<file path="config.mk">
export PLATFORM = sky130hd
export DESIGN_NAME = clock_drift_time_sync
export DESIGN_NICKNAME = d
export VERILOG_FILES = /design/src/rtl/core/cdts_pkg.sv /design/src/rtl/core/clock_drift_time_sync.sv
export SDC_FILE = /design/constraint.sdc
export NUM_CORES = 2
export LEC_CHECK = 0
export ABC_AREA = 1
export BUFFER_PORTS_ARGS = -buffer_cell sky130_fd_sc_hd__buf_4
export CORE_MARGIN = 5
export CORE_UTILIZATION = 45
export CTS_BUF_LIST = sky130_fd_sc_hd__clkbuf_2
export CTS_CLUSTER_SIZE = 16
export DETAILED_ROUTE_END_ITERATION = 8
export PLACE_DENSITY = 0.64
export SLEW_MARGIN = 15
export SYNTH_ARGS = -nofsm -noshare
export SYNTH_HDL_FRONTEND = slang
export SYNTH_SLANG_ARGS = --single-unit
</file>
<file path="constraint.sdc">
create_clock -name clk -period 13.92 [get_ports clk]
set_input_delay 4.176 -clock clk [delete_from_list [all_inputs] [get_ports clk]]
set_output_delay 4.176 -clock clk [all_outputs]
set_load 0.02 [all_outputs]
</file>
<file path="src/rtl/core/cdts_pkg.sv">
// Shared types and constants of the clock drift time sync block.
package cdts_pkg;

	localparam int TIME_BITS_DEF = 64;
	localparam int ARITH_W       = 64;
	localparam int CNT_W         = $clog2(ARITH_W);
	localparam int KIND_W        = 2;
	localparam int STATUS_W      = 3;
	localparam int TPS_W         = 27;
	localparam int DRIFT_W       = 20;
	localparam int AVG_W         = 21;
	localparam int MEAS_W        = 32;
	localparam int MUL_W         = 22;
	localparam int CFG_IDX_W     = 2;

	localparam logic [TPS_W-1:0]   TPS_RST  = TPS_W'(32768);
	localparam logic [DRIFT_W-1:0] MAX_RST  = DRIFT_W'(200);
	localparam logic [DRIFT_W-1:0] TYP_RST  = DRIFT_W'(50);

	// microseconds per second, as a signed multiplier operand
	localparam logic signed [MUL_W-1:0] US_MUL = MUL_W'(1000000);

	typedef enum logic [KIND_W-1:0] {
		KIND_CAPTURE = 2'd0,
		KIND_SET     = 2'd1,
		KIND_QUERY   = 2'd2
	} kind_t;

	typedef enum logic [STATUS_W-1:0] {
		STAT_OK       = 3'd0,
		STAT_CAP_IGN  = 3'd1,
		STAT_NO_CAP   = 3'd2,
		STAT_FIRST    = 3'd3,
		STAT_UNUSUAL  = 3'd4,
		STAT_REJECT   = 3'd5,
		STAT_ZERO_INT = 3'd6
	} status_t;

	typedef enum logic [CFG_IDX_W-1:0] {
		CFG_TPS = 2'd0,
		CFG_MAX = 2'd1,
		CFG_TYP = 2'd2
	} cfg_idx_t;

	// which arithmetic pass the shared multiplier/divider is running
	typedef enum logic [1:0] {
		STEP_L = 2'd0,   // local interval: ticks * 1e6 / tps
		STEP_X = 2'd1,   // drift: (L - M) * 1e6 / M
		STEP_Q = 2'd2    // query: dt * (1e6 - avg) / tps
	} step_t;

	typedef enum logic [7:0] {
		ST_IDLE  = 8'b0000_0001,
		ST_EVAL  = 8'b0000_0010,
		ST_MUL   = 8'b0000_0100,
		ST_SIGN  = 8'b0000_1000,
		ST_DIV   = 8'b0001_0000,
		ST_POST  = 8'b0010_0000,
		ST_APPLY = 8'b0100_0000,
		ST_FIN   = 8'b1000_0000
	} state_t;

endpackage

</file>
<file path="src/rtl/core/clock_drift_time_sync.sv">
// Clock drift compensated time sync: capture, set and query engine.
// One transaction at a time. Captures, sets without capture, first syncs and
//   zero-interval sets skip the arithmetic; a bit-serial multiplier and a
//   restoring divider (one bit per cycle) run once for a query and twice for a
//   drift measurement.
// Reset (arst_n low, asynchronous): config to 32768 tps / 200 / 50 ppm, no capture
//   pending, sync pairs and mean drift zero, no output pending.
module clock_drift_time_sync #(
	parameter int TIME_BITS = cdts_pkg::TIME_BITS_DEF
) (
	input  logic                             clk,
	input  logic                             arst_n,

	input  logic                             cfg_we,
	input  logic [cdts_pkg::CFG_IDX_W-1:0]   cfg_index,
	input  logic [cdts_pkg::TPS_W-1:0]       cfg_data,

	input  logic                             in_valid,
	output logic                             in_stall,
	input  logic [cdts_pkg::KIND_W-1:0]      kind,
	input  logic [TIME_BITS-1:0]             local_time,
	input  logic [TIME_BITS-1:0]             master_time,

	output logic                             out_valid,
	input  logic                             out_stall,
	output logic [TIME_BITS-1:0]             converted_time,
	output logic [cdts_pkg::STATUS_W-1:0]    status,
	output logic signed [cdts_pkg::MEAS_W-1:0] measured_drift,
	output logic signed [cdts_pkg::AVG_W-1:0]   mean_drift
);
	import cdts_pkg::*;

	// ---------------------------------------------------------------------
	// Registers
	// ---------------------------------------------------------------------
	state_t                     state_q;
	step_t                      step_q;
	logic [CNT_W-1:0]           cnt_q;

	// configuration
	logic [TPS_W-1:0]           tps_q;
	logic [DRIFT_W-1:0]         max_q;
	logic [DRIFT_W-1:0]         typ_q;

	// sync state
	logic [TIME_BITS-1:0]       captured_q;
	logic                       pend_q;
	logic [TIME_BITS-1:0]       sync_master_q;
	logic [TIME_BITS-1:0]       sync_local_q;
	logic [TIME_BITS-1:0]       prev_master_q;
	logic [TIME_BITS-1:0]       prev_local_q;
	logic signed [AVG_W-1:0]    avg_q;

	// held input transaction
	logic [KIND_W-1:0]          kind_q;
	logic [TIME_BITS-1:0]       lt_q;
	logic [TIME_BITS-1:0]       mt_q;

	// serial multiplier: acc += mcand << k for each set bit k of mplier, minus for the sign bit
	logic [ARITH_W-1:0]         acc_q;
	logic [ARITH_W-1:0]         mcand_q;
	logic [MUL_W-1:0]           mplier_q;

	// restoring divider: quo_q shifts dividend bits out and quotient bits in
	logic [ARITH_W-1:0]         rem_q;
	logic [ARITH_W-1:0]         quo_q;
	logic [ARITH_W-1:0]         dvs_q;
	logic                       neg_q;

	logic [ARITH_W-1:0]         m_q;     // signed master interval of this set

	// result waiting for the output register
	logic [TIME_BITS-1:0]       res_conv_q;
	status_t                    res_status_q;
	logic [MEAS_W-1:0]          res_meas_q;

	logic                       out_valid_q;
	logic [TIME_BITS-1:0]       conv_q;
	logic [STATUS_W-1:0]        status_q;
	logic [MEAS_W-1:0]          meas_q;
	logic [AVG_W-1:0]           mean_q;

	// ---------------------------------------------------------------------
	// Handshake
	// ---------------------------------------------------------------------
	logic in_fire;
	logic out_free;
	logic fin_load;

	assign in_stall  = (state_q != ST_IDLE);
	assign in_fire   = in_valid && !in_stall;
	assign out_free  = !out_valid_q || !out_stall;
	assign fin_load  = (state_q == ST_FIN) && out_free;

	assign out_valid      = out_valid_q;
	assign converted_time = conv_q;
	assign status         = status_q;
	assign measured_drift = $signed(meas_q);
	assign mean_drift     = $signed(mean_q);

	// ---------------------------------------------------------------------
	// Item decode (EVAL): interval and tick differences, wrapped to TIME_BITS
	// ---------------------------------------------------------------------
	logic [TIME_BITS-1:0]       master_span;
	logic [TIME_BITS-1:0]       tick_span;
	logic [TIME_BITS-1:0]       query_span;
	logic [ARITH_W-1:0]         master_sext;
	logic [ARITH_W-1:0]         query_sext;
	logic signed [MUL_W-1:0]    factor;
	status_t                    eval_status;

	assign master_span = mt_q - prev_master_q;
	assign tick_span   = captured_q - prev_local_q;
	assign query_span  = lt_q - sync_local_q;
	assign master_sext = ARITH_W'($signed(master_span));
	assign query_sext  = ARITH_W'($signed(query_span));
	// 1e6 - avg; negative only if the average was clamped above one million
	assign factor      = US_MUL - MUL_W'(avg_q);

	always_comb begin
		eval_status = STAT_OK;
		unique case (kind_q)
			KIND_CAPTURE: begin
				if (pend_q)
					eval_status = STAT_CAP_IGN;
			end
			KIND_SET: begin
				if (!pend_q)
					eval_status = STAT_NO_CAP;
				else if (prev_master_q == '0)
					eval_status = STAT_FIRST;
				else if (master_span == '0)
					eval_status = STAT_ZERO_INT;
			end
			default: eval_status = STAT_OK;
		endcase
	end

	// set needs the drift computation only for a real, nonzero interval
	logic eval_drift;
	assign eval_drift = (kind_q == KIND_SET) && pend_q && (prev_master_q != '0)
		&& (master_span != '0);

	// ---------------------------------------------------------------------
	// Multiplier step: bit MUL_W-1 of the multiplier is the sign bit, so the
	// last step subtracts.
	// ---------------------------------------------------------------------
	logic [ARITH_W-1:0] mul_sum;
	assign mul_sum = (cnt_q == '0) ? (acc_q - mcand_q) : (acc_q + mcand_q);

	// ---------------------------------------------------------------------
	// Operand signs for the divider (SIGN state)
	// ---------------------------------------------------------------------
	logic               prod_neg;
	logic [ARITH_W-1:0] prod_abs;
	logic [ARITH_W-1:0] m_abs;
	logic [ARITH_W-1:0] tps_div;
	logic [ARITH_W-1:0] div_a;
	logic [ARITH_W-1:0] div_b;
	logic               div_neg;

	assign prod_neg = acc_q[ARITH_W-1];
	assign prod_abs = prod_neg ? (ARITH_W'(0) - acc_q) : acc_q;
	assign m_abs    = m_q[ARITH_W-1] ? (ARITH_W'(0) - m_q) : m_q;
	// zero ticks per second divides as one
	assign tps_div  = (tps_q == '0) ? ARITH_W'(1) : ARITH_W'(tps_q);

	always_comb begin
		unique case (step_q)
			STEP_L: begin
				div_a   = acc_q;
				div_b   = tps_div;
				div_neg = 1'b0;
			end
			STEP_X: begin
				div_a   = prod_abs;
				div_b   = m_abs;
				div_neg = prod_neg ^ m_q[ARITH_W-1];
			end
			default: begin
				div_a   = prod_abs;
				div_b   = tps_div;
				div_neg = prod_neg;
			end
		endcase
	end

	// ---------------------------------------------------------------------
	// Divider step
	// ---------------------------------------------------------------------
	logic [ARITH_W+1:0] div_diff;
	logic               div_ge;
	logic [ARITH_W-1:0] div_rem;

	assign div_diff = {1'b0, rem_q, quo_q[ARITH_W-1]} - {2'b00, dvs_q};
	assign div_ge   = !div_diff[ARITH_W+1];
	assign div_rem  = div_ge ? div_diff[ARITH_W-1:0]
		: {rem_q[ARITH_W-2:0], quo_q[ARITH_W-1]};

	// ---------------------------------------------------------------------
	// Drift check and running average (APPLY of the drift pass)
	// ---------------------------------------------------------------------
	logic signed [MEAS_W:0]  d_ext;
	logic signed [MEAS_W:0]  mx_ext;
	logic signed [MEAS_W:0]  ty_ext;
	logic                    drift_ok;
	logic                    drift_unusual;
	logic signed [AVG_W-1:0] d_avg;
	logic signed [AVG_W:0]   avg_sum;
	logic signed [AVG_W:0]   avg_rnd;
	logic signed [AVG_W-1:0] avg_half;
	logic signed [AVG_W-1:0] avg_pre;
	logic signed [AVG_W-1:0] mx_avg;
	logic signed [AVG_W-1:0] avg_next;

	assign d_ext         = (MEAS_W+1)'($signed(quo_q[MEAS_W-1:0]));
	assign mx_ext        = $signed((MEAS_W+1)'(max_q));
	assign ty_ext        = $signed((MEAS_W+1)'(typ_q));
	assign drift_ok      = (d_ext < mx_ext) && (d_ext > -mx_ext);
	assign drift_unusual = (d_ext > ty_ext) || (d_ext < -ty_ext);

	// an accepted drift is below 2^20 in magnitude and fits the average width
	assign d_avg    = $signed(quo_q[AVG_W-1:0]);
	assign avg_sum  = (AVG_W+1)'(avg_q) + (AVG_W+1)'(d_avg);
	// halve toward zero: add one before the shift when negative
	assign avg_rnd  = avg_sum + (AVG_W+1)'(avg_sum[AVG_W]);
	assign avg_half = $signed(avg_rnd[AVG_W:1]);
	assign avg_pre  = (avg_q == '0) ? d_avg : avg_half;
	assign mx_avg   = $signed(AVG_W'(max_q));

	always_comb begin
		priority if (avg_pre > mx_avg)
			avg_next = mx_avg;
		else if (avg_pre < -mx_avg)
			avg_next = -mx_avg;
		else
			avg_next = avg_pre;
	end

	// ---------------------------------------------------------------------
	// Control, configuration and sync state
	// ---------------------------------------------------------------------
	always_ff @(posedge clk or negedge arst_n) begin
		if (!arst_n) begin
			state_q       <= ST_IDLE;
			step_q        <= STEP_L;
			cnt_q         <= '0;
			tps_q         <= TPS_RST;
			max_q         <= MAX_RST;
			typ_q         <= TYP_RST;
			captured_q    <= '0;
			pend_q        <= 1'b0;
			sync_master_q <= '0;
			sync_local_q  <= '0;
			prev_master_q <= '0;
			prev_local_q  <= '0;
			avg_q         <= '0;
			out_valid_q   <= 1'b0;
		end else begin
			if (cfg_we) begin
				unique case (cfg_index)
					CFG_TPS: tps_q <= cfg_data;
					CFG_MAX: max_q <= cfg_data[DRIFT_W-1:0];
					CFG_TYP: typ_q <= cfg_data[DRIFT_W-1:0];
					default: ;
				endcase
			end

			out_valid_q <= fin_load || (out_valid_q && out_stall);

			unique case (state_q)
				ST_IDLE: begin
					if (in_fire)
						state_q <= ST_EVAL;
				end
				ST_EVAL: begin
					state_q <= ST_FIN;
					unique case (kind_q)
						KIND_CAPTURE: begin
							// the tick before the edge is the capture point
							if (!pend_q) begin
								captured_q <= lt_q - TIME_BITS'(1);
								pend_q     <= 1'b1;
							end
						end
						KIND_SET: begin
							if (pend_q) begin
								// the new pair becomes the previous pair at once;
								// m_q and tick_span carry what the drift needs
								sync_master_q <= mt_q;
								sync_local_q  <= captured_q;
								prev_master_q <= mt_q;
								prev_local_q  <= captured_q;
								pend_q        <= 1'b0;
							end
							if (eval_drift) begin
								step_q  <= STEP_L;
								cnt_q   <= CNT_W'(MUL_W-1);
								state_q <= ST_MUL;
							end
						end
						default: begin
							step_q  <= STEP_Q;
							cnt_q   <= CNT_W'(MUL_W-1);
							state_q <= ST_MUL;
						end
					endcase
				end
				ST_MUL: begin
					if (cnt_q == '0)
						state_q <= ST_SIGN;
					else
						cnt_q <= cnt_q - CNT_W'(1);
				end
				ST_SIGN: begin
					cnt_q   <= CNT_W'(ARITH_W-1);
					state_q <= ST_DIV;
				end
				ST_DIV: begin
					if (cnt_q == '0)
						state_q <= ST_POST;
					else
						cnt_q <= cnt_q - CNT_W'(1);
				end
				ST_POST: begin
					state_q <= ST_APPLY;
				end
				ST_APPLY: begin
					unique case (step_q)
						STEP_L: begin
							step_q  <= STEP_X;
							cnt_q   <= CNT_W'(MUL_W-1);
							state_q <= ST_MUL;
						end
						STEP_X: begin
							if (drift_ok)
								avg_q <= avg_next;
							state_q <= ST_FIN;
						end
						default: state_q <= ST_FIN;
					endcase
				end
				ST_FIN: begin
					if (out_free)
						state_q <= ST_IDLE;
				end
				default: state_q <= ST_IDLE;
			endcase
		end
	end

	// ---------------------------------------------------------------------
	// Datapath registers
	// ---------------------------------------------------------------------
	always_ff @(posedge clk) begin
		unique case (state_q)
			ST_IDLE: begin
				if (in_fire) begin
					kind_q <= kind;
					lt_q   <= local_time;
					mt_q   <= master_time;
				end
			end
			ST_EVAL: begin
				res_conv_q   <= '0;
				res_meas_q   <= '0;
				res_status_q <= eval_status;
				acc_q        <= '0;
				m_q          <= master_sext;
				if (kind_q == KIND_SET) begin
					mcand_q  <= ARITH_W'(tick_span);
					mplier_q <= US_MUL;
				end else begin
					mcand_q  <= query_sext;
					mplier_q <= factor;
				end
			end
			ST_MUL: begin
				if (mplier_q[0])
					acc_q <= mul_sum;
				mcand_q  <= {mcand_q[ARITH_W-2:0], 1'b0};
				mplier_q <= {1'b0, mplier_q[MUL_W-1:1]};
			end
			ST_SIGN: begin
				rem_q <= '0;
				quo_q <= div_a;
				dvs_q <= div_b;
				neg_q <= div_neg;
			end
			ST_DIV: begin
				rem_q <= div_rem;
				quo_q <= {quo_q[ARITH_W-2:0], div_ge};
			end
			ST_POST: begin
				if (neg_q)
					quo_q <= ARITH_W'(0) - quo_q;
			end
			ST_APPLY: begin
				unique case (step_q)
					STEP_L: begin
						// quo_q holds the local interval in microseconds
						acc_q    <= '0;
						mcand_q  <= quo_q - m_q;
						mplier_q <= US_MUL;
					end
					STEP_X: begin
						res_meas_q <= quo_q[MEAS_W-1:0];
						if (!drift_ok)
							res_status_q <= STAT_REJECT;
						else if (drift_unusual)
							res_status_q <= STAT_UNUSUAL;
						else
							res_status_q <= STAT_OK;
					end
					default: begin
						res_conv_q <= sync_master_q + quo_q[TIME_BITS-1:0];
					end
				endcase
			end
			ST_FIN: begin
				if (out_free) begin
					conv_q   <= res_conv_q;
					status_q <= res_status_q;
					meas_q   <= res_meas_q;
					mean_q   <= avg_q;
				end
			end
			default: ;
		endcase
	end

	// ---------------------------------------------------------------------
	// Assertions
	// ---------------------------------------------------------------------
	a_div_nonzero: assert property (@(posedge clk) disable iff (!arst_n)
		(state_q == ST_DIV) |-> (dvs_q != '0))
		else $error("divider running with a zero divisor");

	a_fin_loads: assert property (@(posedge clk) disable iff (!arst_n)
		fin_load |=> (out_valid_q && (state_q == ST_IDLE)))
		else $error("finished result not presented");

	a_avg_only_drift: assert property (@(posedge clk) disable iff (!arst_n)
		!((state_q == ST_APPLY) && (step_q == STEP_X)) |=> $stable(avg_q))
		else $error("mean drift changed outside a drift update");

	a_pend_only_eval: assert property (@(posedge clk) disable iff (!arst_n)
		(state_q != ST_EVAL) |=> $stable(pend_q))
		else $error("capture flag changed outside item decode");

	a_accept_eval: assert property (@(posedge clk) disable iff (!arst_n)
		in_fire |=> (state_q == ST_EVAL))
		else $error("accepted transaction not decoded");

endmodule
</file>
Word level (Yosys, flattened, before mapping)
Cells that the tools add are included.
{ "totals": {"reg_bits": 1054, "output_inout_bits": 122, "word_cells": 185, "in_bits": 164} }
{ "op_classes": {"n_bitwise": 2, "n_eq_ne": 25, "magnitude_cmp": 6, "reduce_logical": 49, "add_sub_neg": 19, "muxes": 54} }
{ "ops": {"columns": ["operator", "count"], "rows": [
  ["$mux 64", 12],
  ["$pmux 64 s3", 3],
  ["$sub 64x64->64", 5],
  ["$pmux 64 s2", 2],
  ["$sub 1x64->64 const A", 3],
  ["$add 64x64->64", 2],
  ["$logic_not 64->1", 2],
  ["$reduce_bool 64->1", 2],
  ["$neg 20->33", 2],
  ["$pmux 22 s3", 1],
  ["$sub 65x64->66", 1],
  ["$pmux 32 s2", 1],
  ["$pmux 8 s8", 1],
  ["$sub 64x1->64 const B", 1],
  ["$mux 21", 3],
  ["$mux 8", 6],
  ["$mux 22", 2],
  ["$gt 32x33->1", 1],
  ["$lt 32x33->1", 1],
  ["$gt 32x21->1", 1],
  ["$lt 32x21->1", 1],
  ["$mux 32", 1],
  ["$logic_not 27->1", 1],
  ["$mux 27", 1],
  ["other kinds (47)", 99]
]} }

Depth between registers and ports, before layout
{ "logic_depth": {"depth_word": 7, "ltp_mapped": 41} }

Worst setup path before layout
Ideal clock, no wire load.
{ "synth_path": {"path_kind": "input to register", "start": "input out_stall", "end": "register conv_q[0] (netlist: converted_time[0]), enable pin", "path_slack_ns": 3.451, "cell_stages": 1, "arrival_time_ns": 9.830, "path_cell_list": "a21oi_1"} }
{ "synth_between": {"elab_chain_cells": 3} }
{ "synth_lines": {"columns": ["item", "line_no", "text"], "rows": [
  ["from (decl)", "clock_drift_time_sync.sv:25", "input logic out_stall,"],
  ["$logic_not 1->1", "clock_drift_time_sync.sv:92", "assign out_free = !out_valid_q || !out_stall;"],
  ["$logic_or 1x1->1", "clock_drift_time_sync.sv:92", null],
  ["$reduce_and 2->1 (no source line)", null, null],
  ["to (signal assigned)", "clock_drift_time_sync.sv:422", "conv_q <= res_conv_q;"],
  ["to (decl)", "clock_drift_time_sync.sv:78", "logic [TIME_BITS-1:0] conv_q;"]
]} }
Every way passes these cells.
A chain may end at the register's enable or synchronous reset.

Final worst setup path
{ "layout_path": {"start": "register state_q[4]", "end": "output in_stall"} }
{ "layout_between": {"elab_chain_cells": 1} }
{ "layout_lines": {"columns": ["item", "line_no", "text"], "rows": [
  ["from (decl)", "clock_drift_time_sync.sv:36", "state_t state_q;"],
  ["from (signal assigned)", "clock_drift_time_sync.sv:245", "state_q <= ST_IDLE;"],
  ["from (signal assigned)", "clock_drift_time_sync.sv:274", "state_q <= ST_EVAL;"],
  ["from (signal assigned)", "clock_drift_time_sync.sv:277", "state_q <= ST_FIN;"],
  ["$ne 8x1->1", "clock_drift_time_sync.sv:90", "assign in_stall = (state_q != ST_IDLE);"],
  ["to (decl)", "clock_drift_time_sync.sv:19", "output logic in_stall,"]
]} }
Every way passes these cells.

==> results.tsv <==
stage	metric	value	unit
outcome	status	complete, no violations	
power_and_ir_drop	p_leak	39.2	nW
worst_setup_path	r2r-end	avg_q[1]	
power_and_ir_drop	power	17.9	mW
routing	dr.pass1.iters	8	
die	die_area	186000	sq um
sta	period_share	53.4	%
worst_setup_path	rr_worst_depth	37	
placed_design	dp_cells	13000	
job	maxCapViolCount	0	
routing	routed_via_density	5.70	
layout	final_cells	13600	
sta	slew_viol_final	0	
synthesis	yosysWarnings	0	
layout	design.final.nets	11700	
worst_setup_path	required	9.74	ns
synthesis	ys_ff_latch	1054	
placed_design	place_hpwl	262000	microns
synthesis	synth-edff-count	756	
worst_setup_path	cp.arrival	3.26	ns
clock_network	clk_pin_slew	0.09	ns
synthesis	ys_top_cells_by_area	edfxtp_1 29%, dfrtp_1 9.1%, nand2_1 8.9%, ha_1 8.7%, inv_1 8.0%	
layout	drive_gt1_share	9.58	%
layout	mostFrequentLayoutCell	nand2_1	
sta	finClkSkew	0.234	ns
grt	antenna_found_initial	22	
layout	fin_util	49.7	%
min_path	whs_path_depth	0	
synthesis	async_reset_ff_share	28.3	%
sta	grt_setup_unrepaired	no	
die	rows	154	
synthesis	syn_area	79700	sq um
routing	drc_errors	0	
sta	max-slew-margin-rel	12.7	%
synthesis	synth_ff_type	edfxtp_1	
sta	hold_viol_final	0	
clock_network	cts-root-buf	clkbuf_2	
power_and_ir_drop	power_per_cell_area	204	nW/um^2
clock_network	ctsHoldBuffers	0	
worst_setup_path	slowest_stage	dfrtp_1	
clock_network	cts_tree	built	
routing	drtIter0Drc	8279	
sta	final.min_clock_period	7.44	ns
die	pin_count	286	
layout	area_growth	9.97	%
routing	routedWlPerCell	23.7	microns
routing	drt-total-wl	322000	microns
worst_setup_path	cp_max_fo	5	
worst_setup_path	max_stage_delay	0.41	ns
synthesis	synth_top_area_share	28.5	%
sta	setup_violations	0	
die	core-area	176000	sq um
clock_network	cts_buffers	314	
worst_setup_path	worstReg2RegStart	quo_q[18]	
die	start_util	45.2	%
grt	grt_usage	33.6	%
sta	whs	0.353	ns
grt	grt_max_degree	150	
layout	final_cell_mix	1,878 x nand2_1, 1,700 x inv_1, 1,165 x nor2_1, 1,023 x a21oi_1, 889 x o21ai_0	
synthesis	yosysSeqAreaShare	37.9	%
clock_network	post_cts_buffers	0	
clock_network	clockBufferDepth	4	
synthesis	synthCells	10500	
min_path	min_from	res_meas_q[19]	
synthesis	synthesis.nets	11200	
placed_design	place_congestion	1.03	
die	die_w	431	microns
worst_setup_path	cp-start-kind	flip-flop	
min_path	min_path_type	flip-flop to flip-flop	
routing	ant_nets	0	
sta	setup_tns	0	ns
sta	finalWorstSetupSlack	6.48	ns
layout	design_area	87600	sq um
routing	vias	77500	
die	die_y	431	microns
clock_network	numClockSinks	1054	
worst_setup_path	timing.critical_path.mode_cell	nor2_1	
clock_network	cts_resized	0	
clock_network	clock_latency	1.92	ns
placed_design	post_dp_cell_area	84800	sq um
grt	grt_pass1_vias	73100	
grt	globalRouteOverflowTotal	0	
placed_design	dp_slack	7.05	ns
power_and_ir_drop	peakVddDrop	0.207	mV
sta	worstMarginPinSlew	1.31	ns
worst_setup_path	crit_path_end_kind	output port	
grt	grt_pass1_wl	470000	microns
clock_network	htreeDepth	5	
min_path	hold_end	measured_drift[19]	
synthesis	yosys.cell_types.count	80	
worst_setup_path	crit_path_cell_trace	nor2_1, inv_1, nor2_1, nand4_1, buf_4	
worst_setup_path	r2r_slack	6.75	ns
synthesis	yosys.area.top_type	edfxtp_1	
placed_design	io_buffers	285	
worst_setup_path	path_class	flip-flop to output port	
sta	max_freq	134	MHz
synthesis	synth.avg_cell_area	7.57	sq um
-- state kept, by name, summed over array words and instances, names as in the netlist, 6 cells and up --
| name | cells |
|---|---|
| m_q | 64 |
| dvs_q | 64 |
| mplier_q | 22 |
| measured_drift | 32 |
| state_q | 8 |
| max_q | 20 |
| converted_time | 64 |
| captured_q | 64 |
| rem_q | 64 |
| mt_q | 64 |
| avg_q | 21 |
| prev_local_q | 64 |
| res_meas_q | 32 |
| res_conv_q | 64 |
| lt_q | 64 |
| acc_q | 64 |
| tps_q | 27 |
| prev_master_q | 64 |
| typ_q | 20 |
| cnt_q | 6 |
| mcand_q | 64 |
| mean_drift | 21 |
| quo_q | 64 |
-- worst max path at each step --
stage / endpoint / slack [ns] / startpoint / cells past startpoint
after floorplan: converted_time[0] / 3.45 / out_stall / 1
after global placement: avg_q[0] / 7.10 / quo_q[18] / 39
after detailed placement: avg_q[1] / 7.05 / quo_q[18] / 38
after CTS: in_stall / 6.32 / state_q[4] / 5
after global routing: in_stall / 6.16 / state_q[4] / 5
final: in_stall / 6.48 / state_q[4] / 5
-- layer usage --
| metal | routed length, microns | GRT usage [%] |
|---|---|---|
| met1 | 136000 | 44.5 |
| met2 | 142000 | 52.5 |
| met3 | 26000 | 6.53 |
| met4 | 18100 | 16.7 |
| met5 | 37 | 0 |
-- worst max-delay path, delay by kind of cell, from the launching register on --
family | cells | cell delay, ns
simple gates | 3 | 0.65
flops | 1 | 0.41
buf+inv | 2 | 0.37
-- where the power goes --
group / internal (mW) / total (mW) / switching, mW
clock network: 0.965 / 2.42 / 1.45
registers: 4.43 / 5.21 / 0.773
logic: 3.00 / 10.3 / 7.26
-- area by class of cell --
cell class	instances	area (sq um)
fillers	17900	88500
multi-input cells	7562	42400
flip-flops and latches	1054	30200
inverters	1716	6450
well taps	2340	2930
repair buffers	376	2840
clock buffers	456	2280
clock inverters	78	452
diodes	23	57.6
-- Yosys cell counts (all sizes together) (110+ instances only) --
cell / number
nand2: 1897
inv: 1708
nor2: 1201
a21oi: 1025
o21ai: 934
edfxtp: 756
ha: 554
nand3: 427
dfrtp: 290
xor2: 267
nor3: 195
clkbuf: 160
a31oi: 154
nor4: 129
nand4: 116
xnor2: 110
-- logic make-up after synthesis --
family                     share of synthesized area, %
DFF                                                37.9
xor gates and xnor gates                           4.15
adders and majority gates                          8.88
and+or+nand+nor                                    21.5
AOI/OAI and AO/OA                                  17.5
muxes                                              1.00
buffers and inverters                              9.05
Power figures use the tool's default switching activity.
